===== config.mk =====
export PLATFORM = sky130hd
export DESIGN_NAME = uyvy_to_rgb565_converter
export DESIGN_NICKNAME = d
export VERILOG_FILES = /design/src/sv/u2r565_pkg.sv /design/src/sv/uyvy_to_rgb565_converter.sv /design/src/sv/u2r565_matrix.sv /design/src/sv/u2r565_pack.sv
export SDC_FILE = /design/constraint.sdc
export NUM_CORES = 1
export LEC_CHECK = 0
export ABC_AREA = 0
export BUFFER_PORTS_ARGS = -buffer_cell sky130_fd_sc_hd__buf_4
export CAP_MARGIN = 20
export CORE_MARGIN = 2
export CORE_UTILIZATION = 40
export CTS_CLUSTER_DIAMETER = 50
export DETAILED_ROUTE_END_ITERATION = 10
export PLACE_DENSITY_LB_ADDON = 0.1
export SYNTH_ARGS = -nofsm -noshare
export SYNTH_HDL_FRONTEND = slang
export SYNTH_SLANG_ARGS = --single-unit
export TNS_END_PERCENT = 20

===== constraint.sdc =====
create_clock -name clk -period 6 [get_ports clk]
set_input_delay 0.9 -clock clk [delete_from_list [all_inputs] [get_ports clk]]
set_output_delay 0.9 -clock clk [all_outputs]
set_load 0.05 [all_outputs]

===== src/sv/u2r565_pkg.sv =====
// Shared types and color-matrix constants for the UYVY/RGB24 to RGB565 converter.
`timescale 1ns / 1ps

package u2r565_pkg;

  // Pixel input format selected by the mode register.
  typedef enum logic {
    MODE_UYVY  = 1'b0,
    MODE_RGB24 = 1'b1
  } pixel_mode_t;

  localparam logic [7:0] CHROMA_BIAS = 8'd128;

  // Q16 color-matrix coefficients, held as 18-bit signed so that the largest one fits.
  localparam int COEF_W = 18;
  localparam logic signed [COEF_W-1:0] COEF_RV = 18'sd91881;
  localparam logic signed [COEF_W-1:0] COEF_GV = 18'sd46792;
  localparam logic signed [COEF_W-1:0] COEF_GU = 18'sd21889;
  localparam logic signed [COEF_W-1:0] COEF_BU = 18'sd116129;
  localparam int FRAC_BITS = 16;

  // Centered chroma and the products derived from it.
  localparam int CHROMA_W = 9;
  localparam int PROD_W   = COEF_W + CHROMA_W;
  localparam int DELTA_W  = PROD_W - FRAC_BITS;

  typedef struct packed {
    logic [7:0] byte_zero;
    logic [7:0] byte_one;
    logic [7:0] byte_two;
    logic [7:0] byte_three;
    logic       frame_end_in;
  } in_item_t;

  typedef struct packed {
    logic [15:0] pixel_first;
    logic [15:0] pixel_second;
    logic        second_valid;
    logic        frame_end_out;
  } out_item_t;

  // Per-request payload between the matrix stages and the packing stage.
  typedef struct packed {
    pixel_mode_t               mode;
    logic [7:0]                byte_zero;
    logic [7:0]                byte_one;
    logic [7:0]                byte_two;
    logic [7:0]                byte_three;
    logic                      frame_end;
    logic signed [DELTA_W-1:0] delta_r;
    logic signed [DELTA_W-1:0] delta_g;
    logic signed [DELTA_W-1:0] delta_b;
  } delta_t;

endpackage


===== src/sv/uyvy_to_rgb565_converter.sv =====
// Throughput: one request per clock while in_stall is low; each of the three
// register stages (chroma centering, coefficient multiply, saturate and pack)
// moves on independently. Back-pressure from out_stall reaches in_stall only
// once every stage is full. Reset (synchronous, rst_n low) empties the pipeline
// and sets UYVY mode.
`timescale 1ns / 1ps

module uyvy_to_rgb565_converter (
  input  logic                  clk,
  input  logic                  rst_n,
  input  logic                  cfg_we,
  input  logic                  cfg_data,
  input  logic                  in_valid,
  output logic                  in_stall,
  input  u2r565_pkg::in_item_t  in_item,
  output logic                  out_valid,
  input  logic                  out_stall,
  output u2r565_pkg::out_item_t out_item
);
  import u2r565_pkg::*;

  pixel_mode_t pixel_mode_r;
  logic        mid_valid;
  logic        mid_stall;
  delta_t      mid_delta;

  always_ff @(posedge clk) begin
    if (!rst_n) begin
      pixel_mode_r <= MODE_UYVY;
    end else if (cfg_we) begin
      pixel_mode_r <= pixel_mode_t'(cfg_data);
    end
  end

  u2r565_matrix u_matrix (
    .clk      (clk),
    .rst_n    (rst_n),
    .mode     (pixel_mode_r),
    .up_valid (in_valid),
    .up_stall (in_stall),
    .up_item  (in_item),
    .dn_valid (mid_valid),
    .dn_stall (mid_stall),
    .dn_delta (mid_delta)
  );

  u2r565_pack u_pack (
    .clk      (clk),
    .rst_n    (rst_n),
    .up_valid (mid_valid),
    .up_stall (mid_stall),
    .up_delta (mid_delta),
    .dn_valid (out_valid),
    .dn_stall (out_stall),
    .dn_item  (out_item)
  );

`ifndef ASSERT_OFF
  // The input side may only hold when the output side is holding a result.
  a_stall_source: assert property (@(posedge clk) disable iff (!rst_n)
    in_stall |-> (out_valid && out_stall))
    else $error("input stalled without a held result");

  // A request accepted while out_stall stays low produces a valid result at the outputs.
  a_latency: assert property (@(posedge clk) disable iff (!rst_n)
    (in_valid && !in_stall && !out_stall) ##1 !out_stall ##1 !out_stall |=> out_valid)
    else $error("result missing three cycles after request");

  // A result without a second pixel carries zero in that field.
  a_second_zero: assert property (@(posedge clk) disable iff (!rst_n)
    (out_valid && !out_item.second_valid) |-> (out_item.pixel_second == 16'd0))
    else $error("second pixel not cleared");

  // User must change mode only while idle (unenforced); results follow current mode.
  a_mode_match: assert property (@(posedge clk) disable iff (!rst_n)
    out_valid |-> (out_item.second_valid == (pixel_mode_r == MODE_UYVY)))
    else $error("result format does not match pixel mode");
`endif

endmodule


===== src/sv/u2r565_matrix.sv =====
// Chroma centering and coefficient multiply stages of the converter.
`timescale 1ns / 1ps

module u2r565_matrix (
  input  logic                 clk,
  input  logic                 rst_n,
  input  u2r565_pkg::pixel_mode_t mode,
  input  logic                 up_valid,
  output logic                 up_stall,
  input  u2r565_pkg::in_item_t up_item,
  output logic                 dn_valid,
  input  logic                 dn_stall,
  output u2r565_pkg::delta_t   dn_delta
);
  import u2r565_pkg::*;

  typedef struct packed {
    pixel_mode_t                mode;
    in_item_t                   item;
    logic signed [CHROMA_W-1:0] u;
    logic signed [CHROMA_W-1:0] v;
  } chroma_t;

  logic    s1_valid_r;
  chroma_t s1_data_r;
  chroma_t s1_data_nxt;
  logic    s1_stall;

  logic    s2_valid_r;
  delta_t  s2_data_r;
  delta_t  s2_data_nxt;
  logic    s2_stall;

  logic signed [PROD_W-1:0] prod_rv;
  logic signed [PROD_W-1:0] prod_gv;
  logic signed [PROD_W-1:0] prod_gu;
  logic signed [PROD_W-1:0] prod_bu;

  // A stage holds only when it is full and the stage after it holds.
  assign s2_stall = s2_valid_r & dn_stall;
  assign s1_stall = s1_valid_r & s2_stall;
  assign up_stall = s1_stall;

  // Subtracting the bias of 128 from a byte is a flip of its top bit.
  always_comb begin
    s1_data_nxt.mode = mode;
    s1_data_nxt.item = up_item;
    s1_data_nxt.u    = $signed({up_item.byte_zero[7] ? 1'b0 : 1'b1,
                                ~up_item.byte_zero[7], up_item.byte_zero[6:0]});
    s1_data_nxt.v    = $signed({up_item.byte_two[7] ? 1'b0 : 1'b1,
                                ~up_item.byte_two[7], up_item.byte_two[6:0]});
  end

  always_ff @(posedge clk) begin
    if (!rst_n) begin
      s1_valid_r <= 1'b0;
    end else if (!s1_stall) begin
      s1_valid_r <= up_valid;
    end
    if (!s1_stall && up_valid) begin
      s1_data_r <= s1_data_nxt;
    end
  end

  // Taking the top bits of the product is an arithmetic shift, which floors.
  assign prod_rv = COEF_RV * s1_data_r.v;
  assign prod_gv = COEF_GV * s1_data_r.v;
  assign prod_gu = COEF_GU * s1_data_r.u;
  assign prod_bu = COEF_BU * s1_data_r.u;

  always_comb begin
    s2_data_nxt.mode       = s1_data_r.mode;
    s2_data_nxt.byte_zero  = s1_data_r.item.byte_zero;
    s2_data_nxt.byte_one   = s1_data_r.item.byte_one;
    s2_data_nxt.byte_two   = s1_data_r.item.byte_two;
    s2_data_nxt.byte_three = s1_data_r.item.byte_three;
    s2_data_nxt.frame_end  = s1_data_r.item.frame_end_in;
    s2_data_nxt.delta_r    = prod_rv[PROD_W-1:FRAC_BITS];
    s2_data_nxt.delta_g    = DELTA_W'(prod_gv[PROD_W-1:FRAC_BITS] +
                                      prod_gu[PROD_W-1:FRAC_BITS]);
    s2_data_nxt.delta_b    = prod_bu[PROD_W-1:FRAC_BITS];
  end

  always_ff @(posedge clk) begin
    if (!rst_n) begin
      s2_valid_r <= 1'b0;
    end else if (!s2_stall) begin
      s2_valid_r <= s1_valid_r;
    end
    if (!s2_stall && s1_valid_r) begin
      s2_data_r <= s2_data_nxt;
    end
  end

  assign dn_valid = s2_valid_r;
  assign dn_delta = s2_data_r;

endmodule


===== src/sv/u2r565_pack.sv =====
// Luma add, saturation and RGB565 packing stage with the output register.
`timescale 1ns / 1ps

module u2r565_pack (
  input  logic                  clk,
  input  logic                  rst_n,
  input  logic                  up_valid,
  output logic                  up_stall,
  input  u2r565_pkg::delta_t    up_delta,
  output logic                  dn_valid,
  input  logic                  dn_stall,
  output u2r565_pkg::out_item_t dn_item
);
  import u2r565_pkg::*;

  logic      valid_r;
  out_item_t item_r;
  out_item_t item_nxt;
  logic      stall;

  function automatic logic [7:0] clamp8(input logic signed [DELTA_W-1:0] x);
    logic [7:0] res;
    if (x[DELTA_W-1]) begin
      res = 8'd0;
    end else if (x[DELTA_W-2:8] != '0) begin
      res = 8'd255;
    end else begin
      res = x[7:0];
    end
    return res;
  endfunction

  function automatic logic [15:0] pack565(input logic [7:0] r, input logic [7:0] g,
                                          input logic [7:0] b);
    return {r[7:3], g[7:2], b[7:3]};
  endfunction

  function automatic logic [15:0] yuv_pixel(input logic [7:0] y,
                                            input logic signed [DELTA_W-1:0] dr,
                                            input logic signed [DELTA_W-1:0] dg,
                                            input logic signed [DELTA_W-1:0] db);
    logic signed [DELTA_W-1:0] ys;
    ys = $signed({{(DELTA_W-8){1'b0}}, y});
    return pack565(clamp8(DELTA_W'(ys + dr)), clamp8(DELTA_W'(ys - dg)),
                   clamp8(DELTA_W'(ys + db)));
  endfunction

  assign stall    = valid_r & dn_stall;
  assign up_stall = stall;

  always_comb begin
    item_nxt.frame_end_out = up_delta.frame_end;
    case (up_delta.mode)
      MODE_RGB24: begin
        item_nxt.pixel_first  = pack565(up_delta.byte_zero, up_delta.byte_one,
                                        up_delta.byte_two);
        item_nxt.pixel_second = 16'd0;
        item_nxt.second_valid = 1'b0;
      end
      default: begin
        item_nxt.pixel_first  = yuv_pixel(up_delta.byte_one, up_delta.delta_r,
                                          up_delta.delta_g, up_delta.delta_b);
        item_nxt.pixel_second = yuv_pixel(up_delta.byte_three, up_delta.delta_r,
                                          up_delta.delta_g, up_delta.delta_b);
        item_nxt.second_valid = 1'b1;
      end
    endcase
  end

  always_ff @(posedge clk) begin
    if (!rst_n) begin
      valid_r <= 1'b0;
    end else if (!stall) begin
      valid_r <= up_valid;
    end
    if (!stall && up_valid) begin
      item_r <= item_nxt;
    end
  end

  assign dn_valid = valid_r;
  assign dn_item  = item_r;

endmodule

Word level (Yosys, flattened, before mapping)
Cells that the tools add are included.
Widths: inputs -> output; s select.

word-level totals
  input port bits = 39
  output and inout port bits = 36
  word-level logic and storage cells = 73
  flip-flop bits (word level) = 157

operators by class
  bitwise operators = 5
  $add $sub $neg = 7
  mux-type cells = 15
  $mul = 4
  reductions and logical operators = 15

operators with widths
  kind                   count
  $mux 8                 12
  $mul 18x9->27 const A  2
  $add 9x11->11          4
  $mux 33                1
  $mul 16x9->25 const A  1
  $mul 14x9->23 const A  1
  $sub 9x11->11          2
  $reduce_bool 2->1      6
  $add 11x11->11         1
  $reduce_or 2->1        3
  $and 1x1->1            3
  $logic_and 1x1->1      3
  $logic_not 1->1        3
  $mux 1                 2
  $not 1->1              2

Logic depth before layout (Yosys ltp)
Gate-level depths: netlist (run 1).

  depth in word-level cells = 5
  gate-level depth with buffers = 26
  gate-level depth less buffers = 26

Modules after synthesis
Synthesis (run 1) repeated with hierarchy kept, for this count alone.

second synthesis, totals
  cells, all modules = 1247
  area total of the unflattened synthesis = 13868.3 um^2

by module, submodules not included
  module                    cells an instance  instances  sequential area each (um^2)  area an instance (um^2)
  u2r565_matrix             899                1          3133.0                       10666.5
  u2r565_pack               345                1          1041.0                       3165.5
  uyvy_to_rgb565_converter  3                  1          20.0                         36.3

Worst setup path before layout (run 1)
Ideal clock, no wire load.

  kind = register to register
  start = register u_matrix.s1_data_r[7] (netlist bit)
  end = register u_matrix.s2_data_r, in the netlist u_matrix.dn_delta[20], data pin
  path slack = -296 ps
  required time = 5742 ps
  cell stages (with the launch flop) = 24
  data arrival time = 6038 ps
  buffers on the path = 1
  setup time = 258 ps
  period minus slack after synthesis = 6296 ps
  cell sequence = edfxtp_1 -> clkbuf_1 -> inv_1 -> ha_1 -> ha_1 -> or2_2 -> fa_1 -> fa_1 -> ha_1 -> ha_1 -> a21o_1 -> a2111oi_2 -> o21ai_1 -> a21o_1 -> a41o_1 -> or2_2 -> a21oi_1 -> xnor2_1 -> ha_1 -> a21oi_1 -> o21ai_0 -> a21o_1 -> a21oi_1 -> xnor2_1

RTL lines
  what                    line                 text
  start, declared         u2r565_matrix.sv:25  chroma_t s1_data_r;
  start signal, assigned  u2r565_matrix.sv:61  s1_data_r <= s1_data_nxt;
  end signal, assigned    u2r565_matrix.sv:91  s2_data_r <= s2_data_nxt;
  end, declared           u2r565_matrix.sv:30  delta_t s2_data_r;

==> run metrics, run 1 <==
Leak 7.33 nW; clock transition at the registers of the reported paths 0.07 ns; mapped cell area 13300 µm²; routed length per instance 16.1 µm; gr busiest metal met2; Clk Latency, worst-skew pair 0.43 ns; largest net degree at the start of global routing 62; crit-path max FO 5; Area after DPL 14700 µm²; vias 8608; crit start category flip-flop; DRT iter0 DRCs 397; r2r setup slk 0.25 ns; initial core utilization 40.6%; drt pass-1 iters 4; PortBufs 74; GRT Total Usage 17.8%; I/O pin total 75; first-pass GRT wire length 46.8 mm; Setup crit end kind flip-flop; final core occ 47.5%; die footprint 34600 µm²; Post-synth EDFFs 131; synth warn 0; total core area 32600 µm²; Layout area overhead 16.8%; clk_skew 0.0116 ns; post-cts hold buffer count 0; post-synth top area share 29.7%; reg2reg end u_matrix.dn_delta[19]; Non-Filler Instances 1790; sequential share of the synthesized area 30.3%; clock root cell clkbuf_16; cts bufs inserted 17; main flop type after synthesis edfxtp_1; Arr. time, crit path 5.92 ns; Finished Cell Area 15500 µm²; GRT overflow 0; fmax 0.174 GHz; endpoints failing setup 0; Place WS 0.00434 ns; initial antenna violation count 0; Relative slew margins 45.9%; top cells by area, synth edfxtp_1 (30%), ha_1 (27%), fa_1 (16%), inv_1 (5.3%), xnor2_1 (3.5%); met2 usage in global routing 29.3%; WHS Endpoint u_matrix.dn_delta[65]; row count 66; placed cells 1747; Final HPWL DP 24.0 mm; worst-case clock buffer depth 2; vias per cell 4.81; Req. time, crit path 6.17 ns; worst hold start u_matrix.s1_data_r[50]; WS Path Type reg -> reg; DRC 0; DIE HEIGHT 186 µm; synthesized flop and latch total 135; status finished, final reports clean; Post-Syn Instances 1195; R2R depth 23; fin crit share 95.8%; ys async rst share 0%; post-synth top area cell edfxtp_1; Power Density 496 nW/µm²; Sink Count 135; Worst Max-Slew Pin Slew 0.812 ns; Hold Path Class reg -> reg; Nets 1766; Routed Antenna Nets 0; final hold violation count 0; syn_nets 1626; GP Congestion 0.864; cell depth of the worst hold path 0; reg-to-reg startpoint u_matrix.s1_data_r[1]; Setup WS post-layout 0.253 ns; peak supply drop 0.000320 V; share of layout cells above drive strength 1 14.6%; met3 usage 2.21%; Tot Pwr 0.00768 W; vias in the first global route 8741; H-tree depth 4; Tmin final 5.75 ns; met1 global-route usage 24.8%; synth unique cells 46; Final Max Tran Viols 0; CTS tree built; Routed WL 28.8 mm; max-cap viol count 0; mean area per synthesized cell 11.1 µm²; ANT cells 0; Die W 186 µm
[how the worst max path moves through the flow]
stage	start	end	slack [ns]	cells past startpoint
6_report	u_matrix.s1_data_r[1]	u_matrix.dn_delta[19]	0.25	23
4_1_cts	u_matrix.s1_data_r[1]	u_matrix.dn_delta[19]	0.03	23
5_1_grt	u_matrix.s1_data_r[1]	u_matrix.dn_delta[20]	-0.05	23
3_5_place_dp	u_matrix.s1_data_r[1]	u_matrix.dn_delta[19]	0.004	23
2_1_floorplan	u_matrix.s1_data_r[7]	u_matrix.dn_delta[20]	0.01	23
3_3_place_gp	u_matrix.s1_data_r[1]	u_matrix.dn_delta[19]	0.08	23
[cells in the final DEF, fill, tap and decap left out, types with 6 or more instances in the layout]
cell	count
a21o_1	11
a21oi_1	51
and2_1	9
and3_1	8
buf_4	123
clkbuf_16	17
clkinvlp_4	7
edfxtp_1	131
fa_1	102
ha_1	280
ha_4	7
inv_1	183
nand2_1	47
nand2b_1	6
nand3_1	13
nand4_1	6
nor2_1	79
nor2b_1	15
nor3_1	25
o21a_1	28
o21ai_0	36
or2_2	10
xnor2_1	52
xor2_1	21
[power breakdown]
group	switching (W)	internal [W]	leakage, nW
clock	0.000423	0.000571	0.252
sequential	0.0000873	0.00137	1.28
combinational	0.00282	0.00241	5.80
total	0.00333	0.00436	7.33
[repair_timing]
action | 4_1_cts | 5_1_grt
setup buffers | 0 | 10
pin swaps | 0 | 8
resized for setup | 1 | 20
endpoints found under the setup margin | 1 | 5
[through the flow]
stage	hold WS (ns)	TNS, ns
after floorplan	0.400	0
after global placement	0.404	0
after detailed placement	0.405	0
after CTS	0.416	0
after global routing	0.422	-0.0788
final	0.416	0
[metal layers]
layer  vias up  wire length, µm  part of all wire, %
li1       4415                -                    -
met1      4051            14300                   50
met2       110            13200                   46
met3        32              703                  2.4
met4         0              575                  2.0
met5         -                0                    0
[layout make-up]
type | count | area, µm²
multi-input combinational | 869 | 8690
clock buffer | 18 | 429
clock inverter | 14 | 125
tap | 442 | 553
inverter | 187 | 706
timing repair buffer | 125 | 963
fill | 3025 | 17100
sequential | 135 | 4010
[synthesized netlist by cell type, drive strengths merged, types with 3 or more instances]
master	instances
nor3	25
a31oi	3
inv	187
nand3	13
or3	3
a211oi	5
nand4	6
ha	289
nand2b	6
or2	10
and2	9
o31ai	3
o21bai	5
nor2b	17
xor2	21
clkbuf	4
edfxtp	131
fa	103
xnor2	53
a21o	11
and3	8
a2111oi	3
a21boi	5
dfxtp	4
o21ai	39
nand2	47
a31o	3
nor2	79
a21oi	56
o21a	28
[sequential cells by signal, indices dropped and copies added, names as in the netlist]
| signal | count |
|---|---|
| u_matrix.dn_valid | 1 |
| pixel_mode_r | 1 |
| u_matrix.s1_data_r | 36 |
| u_matrix.s1_valid_r | 1 |
| u_pack.dn_valid | 1 |
| u_pack.dn_item | 34 |
| u_matrix.dn_delta | 61 |
[logic make-up (layout without fill, tap and decap cells)]
kind of cell / count (synthesis) / after routing / synth area share [%]
simple gates: 225 / 225 / 7.92
compound gates: 177 / 177 / 8.58
flops: 135 / 135 / 30.3
xor+xnor: 74 / 74 / 4.89
fa+ha+maj: 392 / 392 / 42.8
buf+inv: 191 / 344 / 5.41
mux: 1 / 1 / 0.0755
[worst max-delay path, stage by stage (launching register included)]
cell and delay [ns]:
edfxtp_1 0.47, buf_4 0.19, ha_4 0.24, fa_1 0.48, inv_1 0.05, fa_1 0.47, inv_1 0.06, fa_1 0.49
ha_1 0.31, ha_1 0.21, a21o_1 0.19, a2111oi_4 0.34, o21ai_1 0.11, a21o_1 0.20, a41o_1 0.21, or2_2 0.31
a21oi_2 0.15, xnor2_1 0.13, ha_1 0.27, buf_4 0.15, inv_1 0.05, o21bai_1 0.07, a21o_1 0.20, xor2_1 0.14
Power figures use the tool's default switching activity.
==> inputs of run 2 (changes only) <==
clock period = 5.2 ns   (was 6 ns; I/O delays follow)
==> run 2 against run 1 <==
  * The run now ends with setup timing left
  * Worst hold slack better by 0.0010 ns
  * Clock power up 33%
  * Maximum frequency up 2.8%
  * Die area unchanged
  * Sequential cell count unchanged
  * Clock-buffer cell count up 1
  * First-iteration DRC count down 3.0%
  * Highest routed layer unchanged
==> run metrics, run 2 (synthesis results as in run 1) <==
hold_ws 0.417 ns; vias per cell 4.77; Clk Latency, worst-skew pair 0.44 ns; I/O pin total 75; vias in the first global route 9046; PortBufs 74; vias 8855; Final HPWL DP 24.4 mm; largest net degree at the start of global routing 43; clock transition at the registers of the reported paths 0.07 ns; clock root cell clkbuf_16; Sink Count 135; final hold violation count 0; WHS Endpoint u_matrix.dn_delta[55]; Power Density 622 nW/µm²; ANT cells 0; crit start category flip-flop; peak supply drop 0.000723 V; r2r setup slk -0.39 ns; Non-Filler Instances 1855; reg2reg end u_matrix.dn_delta[20]; total core area 32600 µm²; Max stage delay cell, worst path fa_1; drt pass-1 iters 5; worst-case clock buffer depth 2; CTS tree built; share of layout cells above drive strength 1 19.9%; DRC 0; worst hold start u_matrix.s1_data_r[40]; failing checks setup timing; Routed WL 29.5 mm; first-pass GRT wire length 48.4 mm; endpoints failing setup 7; RSZ-0062 raised after global routing yes; Final Max Tran Viols 0; final core occ 49.6%; Req. time, crit path 5.38 ns; placed cells 1810; reg-to-reg startpoint u_matrix.s1_data_r[0]; row count 66; H-tree depth 4; WS Path Type reg -> reg; Arr. time, crit path 5.77 ns; Worst Max-Slew Pin Slew 0.750 ns; Hold Path Class reg -> reg; Nets 1831; post-cts hold buffer count 0; area of the multi-input gates 8820 µm²; fmax 0.179 GHz; register area 4010 µm²; Tot Pwr 0.0101 W; CP peak stage delay 0.51 ns; cell depth of the worst hold path 0; DRT iter0 DRCs 385; crit-path max FO 4; Largest register FFs 61; routed length per instance 15.9 µm; most common cell after layout, fill and taps aside ha_1; initial antenna violation count 0; R2R depth 22; max-cap viol count 0; commonest cells after routing, fill and taps aside ha_1 (273), inv_1 (185), buf_4 (185), edfxtp_1 (131), fa_1 (102); status finished with violations; DIE HEIGHT 186 µm; clk_skew 0.0148 ns; Setup crit end kind flip-flop; initial core utilization 40.6%; Setup WS post-layout -0.388 ns; Leak 7.71 nW; GRT Total Usage 18.6%; fin crit share 107%; Relative slew margins 50.0%; Layout area overhead 22.0%; Die W 186 µm; Routed Antenna Nets 0; setup TNS -2.24 ns; die footprint 34600 µm²; GP Congestion 0.871; Cell Chain, Critical Path ha_2, fa_1, inv_1, fa_1, inv_1, fa_1, ha_2, ha_2, a21o_1, a2111oi_4, o21ai_1, a21o_1, a41o_1, or2_4, a21oi_2, xnor2_1, ha_1, a21oi_1, o21ai_1, a21o_1, a21oi_2, xnor2_1; fillers 2993; Tmin final 5.59 ns; GRT overflow 0; cts bufs inserted 17
[run 2: layout make-up]
type | instances | area share [%]
flip-flops and latches | 135 | 24.8
multi-input cells | 869 | 54.6
clock inverters | 13 | 1.18
well taps | 442 | 3.42
clock buffers | 19 | 2.68
repair buffers | 190 | 8.99
inverters | 187 | 4.36
[run 2: timing repair]
action / CTS / global route
pin swaps: 27 / 25
setup endpoints to repair: 11 / 18
gates resized for setup: 24 / 17
setup buffers: 6 / 6
[run 2: per-layer routing]
layer / wire length (µm) / vias up / GRT usage, %
li1: - / 4535 / -
met3: 962 / 29 / 3.33
met4: 583 / 0 / 5.23
met1: 14400 / 4174 / 25.5
met5: 0 / - / 0
met2: 13500 / 117 / 30.1
[run 2: critical path: cells and delay by family (launching register included)]
kind | cells | cell delay, ns
xor+xnor | 2 | 0.20
simple gates | 1 | 0.26
flops | 1 | 0.47
fa+ha+maj | 7 | 2.59
buf+inv | 2 | 0.14
compound gates | 10 | 1.67
[run 2: stage by stage]
stage	area, µm²	setup slack (ns)
final	16200	-0.388
after global routing	16200	-0.660
after detailed placement	15200	-0.614
after CTS	16000	-0.424
after global placement	15200	-0.527
after floorplan	13400	-0.476
[run 2: worst max path at each step]
stage	from	to
detailed placement	u_matrix.s1_data_r[1]	u_matrix.dn_delta[19]
CTS	u_matrix.s1_data_r[1]	u_matrix.dn_delta[19]
global placement	u_matrix.s1_data_r[1]	u_matrix.dn_delta[19]
global route	u_matrix.s1_data_r[1]	u_matrix.dn_delta[19]
finish	u_matrix.s1_data_r[0]	u_matrix.dn_delta[20]
floorplan	u_matrix.s1_data_r[7]	u_matrix.dn_delta[20]
[run 2: power breakdown]
part | internal (W) | total, W | switching [W]
sequential | 0.00158 | 0.00168 | 0.0000946
clock | 0.000809 | 0.00132 | 0.000507
combinational | 0.00351 | 0.00706 | 0.00355
